[config.mk]
export PLATFORM = sky130hd
export DESIGN_NAME = mqrm_ctrl
export DESIGN_NICKNAME = d
export VERILOG_FILES = /design/src/mqrm_pkg.sv /design/src/mqrm_ctrl.sv
export SDC_FILE = /design/constraint.sdc
export NUM_CORES = 1
export LEC_CHECK = 0
export BUFFER_PORTS_ARGS = -buffer_cell sky130_fd_sc_hd__buf_4
export CAP_MARGIN = 25
export CORE_AREA = 2 2 39 41
export CTS_BUF_LIST = sky130_fd_sc_hd__clkbuf_8
export DETAILED_ROUTE_END_ITERATION = 6
export DIE_AREA = 0 0 41 43
export PLACE_DENSITY_LB_ADDON = 0.1
export SYNTH_ARGS = -nofsm -noshare
export SYNTH_HDL_FRONTEND = slang
export SYNTH_SLANG_ARGS = --single-unit
[constraint.sdc]
create_clock -name clk -period 1.2 [get_ports clk]
set_input_delay 0.18 -clock clk [delete_from_list [all_inputs] [get_ports clk]]
set_output_delay 0.18 -clock clk [all_outputs]
set_load 0.005 [all_outputs]
[src/mqrm_pkg.sv]
// Shared types and codes for the multi-queue ring mailbox.
// Used by the controller, the datapath, the top level and the checker.
`default_nettype none

package mqrm_pkg;

  localparam int QID_W    = 5;
  localparam int HANDLE_W = 32;
  localparam int SIZE_W   = 16;

  localparam int DEF_QUEUE_COUNT     = 16;
  localparam int DEF_STATIC_QUEUES   = 8;
  localparam int DEF_SLOTS_PER_QUEUE = 16;

  typedef enum logic [1:0] {
    MODE_SEND   = 2'd0,
    MODE_RECV   = 2'd1,
    MODE_CREATE = 2'd2,
    MODE_DELETE = 2'd3
  } mqrm_mode_t;

  typedef enum logic [1:0] {
    STAT_OK      = 2'd0,
    STAT_BAD_ID  = 2'd1,
    STAT_FULL    = 2'd2,
    STAT_NO_DATA = 2'd3
  } mqrm_status_t;

  typedef struct packed {
    logic capture;
    logic execute;
  } mqrm_cmd_t;

endpackage

`default_nettype wire

[src/mqrm_ctrl.sv]
// Controller of the mailbox: accepts a word, sequences execute and respond.
// Depends on mqrm_pkg for the command struct.
`default_nettype none

module mqrm_ctrl (
  input  logic              clk,
  input  logic              rst,
  input  logic              start,
  output logic              busy,
  output logic              done,
  output mqrm_pkg::mqrm_cmd_t cmd
);
  import mqrm_pkg::*;

  typedef enum logic [2:0] {
    S_IDLE = 3'b001,
    S_EXEC = 3'b010,
    S_RESP = 3'b100
  } mqrm_state_t;

  mqrm_state_t state, state_next;

  always_comb begin
    state_next  = state;
    cmd.capture = 1'b0;
    cmd.execute = 1'b0;
    done        = 1'b0;
    busy        = 1'b1;
    case (state)
      S_IDLE: begin
        busy = 1'b0;
        if (start) begin
          cmd.capture = 1'b1;
          state_next  = S_EXEC;
        end
      end
      S_EXEC: begin
        cmd.execute = 1'b1;
        state_next  = S_RESP;
      end
      S_RESP: begin
        done       = 1'b1;
        state_next = S_IDLE;
      end
      default: begin
        state_next = S_IDLE;
      end
    endcase
  end

  always_ff @(posedge clk) begin
    if (rst) begin
      state <= S_IDLE;
    end else begin
      state <= state_next;
    end
  end

endmodule

`default_nettype wire

After elaboration in Yosys (flattened, before gate mapping)
Cells that the tools add are included.

word-level totals
  register bits = 3
  latch bits = 0
  memory bits (writable) = 0
  ROM bits = 0
  input port bits = 3
  output and inout bits = 4
  logic and storage cells = 12
  memories kept = 0

cells by class
  $add $sub $neg = 0
  multiply operators = 0
  div/mod/pow operators = 0
  order comparisons = 0
  eq/ne operators = 4
  shift-type cells = 0
  mux-type cells = 7
  bitwise logic cells = 0
  reduce and logical (&&, ||, !) cells = 0

operators by type and width
  kind                  number
  $pmux W3 S2           1
  $mux W1               5
  $eq A3 B1 Y1 const B  1
  $eq A3 B2 Y1 const B  1
  $eq A3 B3 Y1 const B  1
  $mux W3               1
  $ne A2 B2 Y1 const B  1

Longest topological paths before layout
Gate-level depths: netlist of the first run.

  depth after elaboration = 2
  mapped depth = 2
  depth with buffers taken out = 2

Least setup slack after synthesis of the first run
No wires, ideal clock.

  kind = flip-flop to output port
  start = reg state[0]
  end = out busy
  arrival = 732 ps
  data required time = 1,020 ps
  slack = 288 ps
  stages on the path, launching flop included = 2
  buffers on the path = 0
  cell sequence = dfxtp_1 -> or3b_1

on the way
  cells in the longest elaborated chain, start to end = 2

RTL lines
  what                    RTL line         source
  from (decl)             mqrm_ctrl.sv:21  mqrm_state_t state, state_next;
  from (signal assigned)  mqrm_ctrl.sv:55  state <= state_next;
  $eq A3 B1 Y1            mqrm_ctrl.sv:29  case (state)
  $mux W1                 mqrm_ctrl.sv:29
  to (decl)               mqrm_ctrl.sv:9   output logic busy,

Every way passes these cells.

Worst setup path after layout of the first run
Ends and elaborated chain as after synthesis.

==> impl_metrics.yaml, run 1 <==
run_status:
  outcome: "finished with violations"
  violations: "setup timing"
global_route:
  grt_pass1_wl_um: 579
  grt_pass1_vias: 133
  grt-ovfl-total: 0
  track_usage_pct: 5.62
  grt_max_degree: 7
  antenna_found_initial: 0
timing:
  final-hold-violation-count: 0
  fin_setup_tns_ns: -0.0417
  finalSetupViolCount: 1
  slew_viol_final: 0
  worst_slack_ns: -0.0417
  rsz0062_at_grt: "yes"
  fmax_mhz: 805
  post-route-period-util_pct: 103
  fin_skew_ns: 0.00103
  period_needed_ns: 1.24
  tightest_slew_ns: 0.197
  whs_ns: 0.146
  slew_headroom_pct: 86.8
layout:
  drive_gt1_share_pct: 68.2
  final_util_pct: 18.8
  final_nets: 26
  finalInstanceArea_um2: 260
  nFillCells: 157
  seqCellArea_um2: 66.3
  largest_reg_flops: 3
  regMostFlops: "state"
  reg_top3: "state: 3 flops"
  antenna_cells: 0
  syn_to_final_growth_pct: 80.9
  multi_input_area_um2: 83.8
setup_path:
  critPathMaxFanout: 6
  r2r-end: "state[0]"
  crit_path_cell_trace: "or3b_1 -> buf_4"
  start_kind: "flop"
  r2r_start: "state[0]"
  reg2regPathDepth: 2
  slowest_delay_ns: 0.36
  worstSetupPathType: "reg2out"
  ff2ff_setup_slack_ns: 0.33
  required_ns: 1.02
  cp-end-kind: "output port"
  slowest_stage: "dfxtp_4"
  critPathArrivalTime_ns: 1.06
floorplanning:
  fp.coreArea_um2: 1380
  num_rows: 14
  io_pins: 7
  dieArea_um2: 1760
  start_util_pct: 10.4
  die_x_um: 41
  die_h_um: 43
route:
  drt-total-wl_um: 331
  via_count: 125
  drt_pass1_iterations: 1
  drt_iter0_markers: 0
  drc: 0
  vias_per_cell: 3.29
  antenna_left: 0
  routedWlPerCell_um: 8.71
min_path:
  worstHoldStart: "rst"
  hp-class: "in2reg"
  hold_end: "state[1]"
  min_path_cells: 2
run:
  cap_violations: 0
synthesis:
  syn_nets: 15
  avgSynthCellArea_um2: 12.0
  ys_ff_latch: 3
  synth.top_cell.area_share_pct: 41.7
  ys.flop_type: "dfxtp_1"
  syn_inst: 12
  synth_cell_types: 10
  synth.area.top_cells: "dfxtp_1, nor2b_4, and4bb_2"
  postSynth.asyncResetShare_pct: 0
  synth-edff-count: 0
  ys_warn_count: 0
  yosysMostFrequentCell: "dfxtp_1"
  yosys.area.top_type: "dfxtp_1"
  netlist_area_um2: 144
  synth_seq_area_share_pct: 41.7
place:
  place_area_um2: 209
  dp_worst_setup_slack_ns: 0.118
  port_buffers: 6
  place.gp.congestion: 0.626
cts:
  postCtsSetupRepairBufs: 0
  ctsResizeCount: 3
  clk_latency_ns: 0.22
  cts_max_path_buffers: 2
  cts_sinks: 3
  clk_pin_slew_worst_paths_ns: 0.03
  numCtsBuffers: 3
  cts_root_buffer: "clkbuf_8"
  cts_tree: "built"
  hold_buffers: 0
  htree_levels: 1
power:
  power.leakage_uw: 0.000111
  powerDensity_nw_per_um2: 1690
  ir_drop_mv: 0.395
-- area by class of cell --
cell class | count | area share (%)
Timing Repair Buffer | 6 | 17.3
Tap cell | 16 | 7.69
Clock inverter | 1 | 1.44
Multi-Input combinational cell | 9 | 32.2
Clock buffer | 3 | 15.9
Sequential cell | 3 | 25.5
-- cell families (layout without fill, tap and decap cells) --
kind of cell           Yosys count  in the layout  share of synthesized area [%]
AND/OR/NAND/NOR                  8              8                           52.2
flip-flops                       3              3                           41.7
AO/OA/AOI/OAI                    1              1                           6.09
buffers and inverters            0             10                              0
-- critical path, delay by kind of cell, from the launching register on --
kind                   cells  cell delay [ns]
buffers and inverters      1             0.14
flip-flops                 1             0.36
AND/OR/NAND/NOR            1             0.34
-- how the worst max path moves through the flow --
stage | start | end | slack (ns) | cells past startpoint
after CTS | state[0] | busy | -0.04 | 2
after detailed placement | state[0] | busy | 0.12 | 2
after global routing | state[0] | busy | -0.09 | 2
after global placement | state[0] | busy | 0.12 | 2
after floorplan | state[0] | busy | 0.29 | 1
final | state[0] | busy | -0.04 | 2
-- placed cells by master (no fill, tap or decap) --
cell,n
nor2b_1,1
dfxtp_4,1
nand2b_1,1
nor2b_4,1
or3b_1,1
nor3b_1,1
buf_4,6
a211o_1,1
nor3b_2,1
inv_1,1
clkbuf_8,3
nand3b_1,1
dfxtp_2,2
and4bb_2,1
-- metal layers --
layer | vias to the layer above | global-route usage, % | part of all wire, %
met1 | 53 | 6.73 | 38
li1 | 64 | - | -
met3 | 2 | 3.14 | 11
met5 | - | 0 | 0
met4 | 0 | 8.00 | 6.3
met2 | 6 | 5.31 | 44
-- power by group --
part / internal [uW] / switching [uW]
Clock: 218 / 68.4
Combinational: 28.1 / 11.9
Sequential: 106 / 7.02
-- stage by stage --
step	std cells	total power, uW
final	38	439
after global routing	38	462
after CTS	38	448
after detailed placement	34	155
after global placement	34	155
after floorplan	12	132
Power figures use the tool's default switching activity.
==> inputs of run 2 (changes only) <==
Settings changed: PLACE_DENSITY set to 0.3, PLACE_DENSITY_LB_ADDON 0.1 to unset.
Clock period 1.2 ns to 1 ns, I/O delays scaled along.
==> impl_metrics.yaml, run 2 (synthesized netlist as in run 1, its figures left out) <==
layout:
  finalInstanceArea_um2: 303
  final_cell_mix: "buf_4, clkbuf_8, buf_6, dfxtp_4"
  reg_top3: "state: 3 flops"
  nFillCells: 162
  largest_reg_flops: 3
  antenna_cells: 0
  syn_to_final_growth_pct: 110
  seqCellArea_um2: 68.8
  drive_gt1_share_pct: 72.0
  final_common_cell: "buf_4"
  regMostFlops: "state"
  final_nets: 29
  multi_input_area_um2: 90.1
timing:
  period_needed_ns: 1.20
  finalSetupViolCount: 4
  final-hold-violation-count: 0
  worst_slack_ns: -0.197
  rsz0062_at_grt: "yes"
  slew_viol_final: 0
  fmax_mhz: 836
  tightest_slew_ns: 0.189
  fin_skew_ns: 0.00251
  post-route-period-util_pct: 120
  slew_headroom_pct: 87.4
global_route:
  grt_pass1_vias: 130
  track_usage_pct: 5.62
  grt-ovfl-total: 0
  antenna_found_initial: 0
  grt_max_degree: 7
  grt_pass1_wl_um: 524
setup_path:
  required_ns: 0.85
  cp-end-kind: "output port"
  start_kind: "flop"
  critPathArrivalTime_ns: 1.05
  critPathMaxFanout: 6
  ff2ff_setup_slack_ns: 0.06
  worstSetupPathType: "reg2out"
  reg2regPathDepth: 3
cts:
  clk_latency_ns: 0.22
  htree_levels: 1
  cts_tree: "built"
  numCtsBuffers: 3
  cts_max_path_buffers: 2
  hold_buffers: 0
  cts_sinks: 3
  clk_pin_slew_worst_paths_ns: 0.03
  cts_root_buffer: "clkbuf_8"
floorplanning:
  dieArea_um2: 1760
  fp.coreArea_um2: 1380
  io_pins: 7
  die_h_um: 43
  die_x_um: 41
  num_rows: 14
  start_util_pct: 10.4
route:
  routedWlPerCell_um: 9.39
  antenna_left: 0
  vias_per_cell: 3.46
  drt_iter0_markers: 1
  drt_pass1_iterations: 2
  via_count: 142
  drc: 0
  drt-total-wl_um: 385
min_path:
  hp-class: "in2reg"
  min_path_cells: 2
power:
  p_seq_share_pct: 24.6
  pwr-share-comb_pct: 12.8
  clkPwrFrac_pct: 62.6
  powerDensity_nw_per_um2: 1790
  power_uw: 542
  p_int_uw: 436
  power_switching_uw: 106
  ir_drop_mv: 0.361
  power.leakage_uw: 0.000129
  p_sw_share_pct: 19.6
place:
  place_area_um2: 224
  place.gp.congestion: 0.563
  port_buffers: 6
  dp_worst_setup_slack_ns: -0.0180
run_status:
  violations: "setup timing"
  outcome: "finished with violations"
run:
  cap_violations: 0
[run 2: changes by cell type in the layout (fill, tap and decap cells not counted), sizes merged]
| cell | before | now |
|---|---|---|
| buf | 6 | 9 |
[run 2: path summary, 6_finish.rpt]
path	startpoint	endpoint
worst max register to register	state[2]	state[1]
worst max-delay path	state[0]	busy
worst min-delay path	rst	state[1]
worst min register to register	state[2]	state[0]
[run 2: cell type report]
cell class	instances	area share [%]
clock buffer	3	13.6
clock inverter	1	1.24
multi-input combinational	9	29.8
sequential	3	22.7
tap	16	6.61
timing repair buffer	9	26.0
[run 2: what timing repair did]
| item | in CTS | in global routing |
|---|---|---|
| gates cloned | 0 | 0 |
| setup endpoints to repair | 4 | 4 |
| setup buffers | 0 | 1 |
| gates resized for setup | 4 | 5 |
| pin swaps | 1 | 1 |
[run 2: critical path: stages, from the launching register on]
cell	delay (ns)
dfxtp_4	0.35
or3b_1	0.36
buf_6	0.12
[run 2: stage by stage]
| step | util (%) | setup TNS [ns] | hold slack (ns) | std cells |
|---|---|---|---|---|
| final | 21.9 | -0.535 | 0.118 | 41 |
| after global routing | 21.9 | -0.718 | 0.114 | 41 |
| after CTS | 20.2 | -0.551 | 0.112 | 40 |
| after detailed placement | 16.2 | -0.0180 | 0.346 | 36 |
| after global placement | 16.2 | -0.0262 | 0.351 | 36 |
| after floorplan | - | 0 | 0.214 | 12 |
[run 2: power by group through the flow]
| stage | logic [uW] | clock network (uW) | registers (uW) |
|---|---|---|---|
| floorplan | 24.0 | 0 | 134 |
| CTS | 56.9 | 350 | 136 |
| finish | 69.4 | 339 | 134 |
| global placement | 54.7 | 0 | 136 |
| detailed placement | 53.9 | 0 | 136 |
| global route | 74.6 | 360 | 135 |
[run 2: routing by layer]
metal | part of all wire (%) | GRT usage, % | vias to the layer above
met3 | 15 | 6.28 | 4
met4 | 6.0 | 8.00 | 0
met1 | 35 | 5.13 | 60
met2 | 44 | 5.00 | 9
li1 | - | - | 69
met5 | 0 | 0 | -
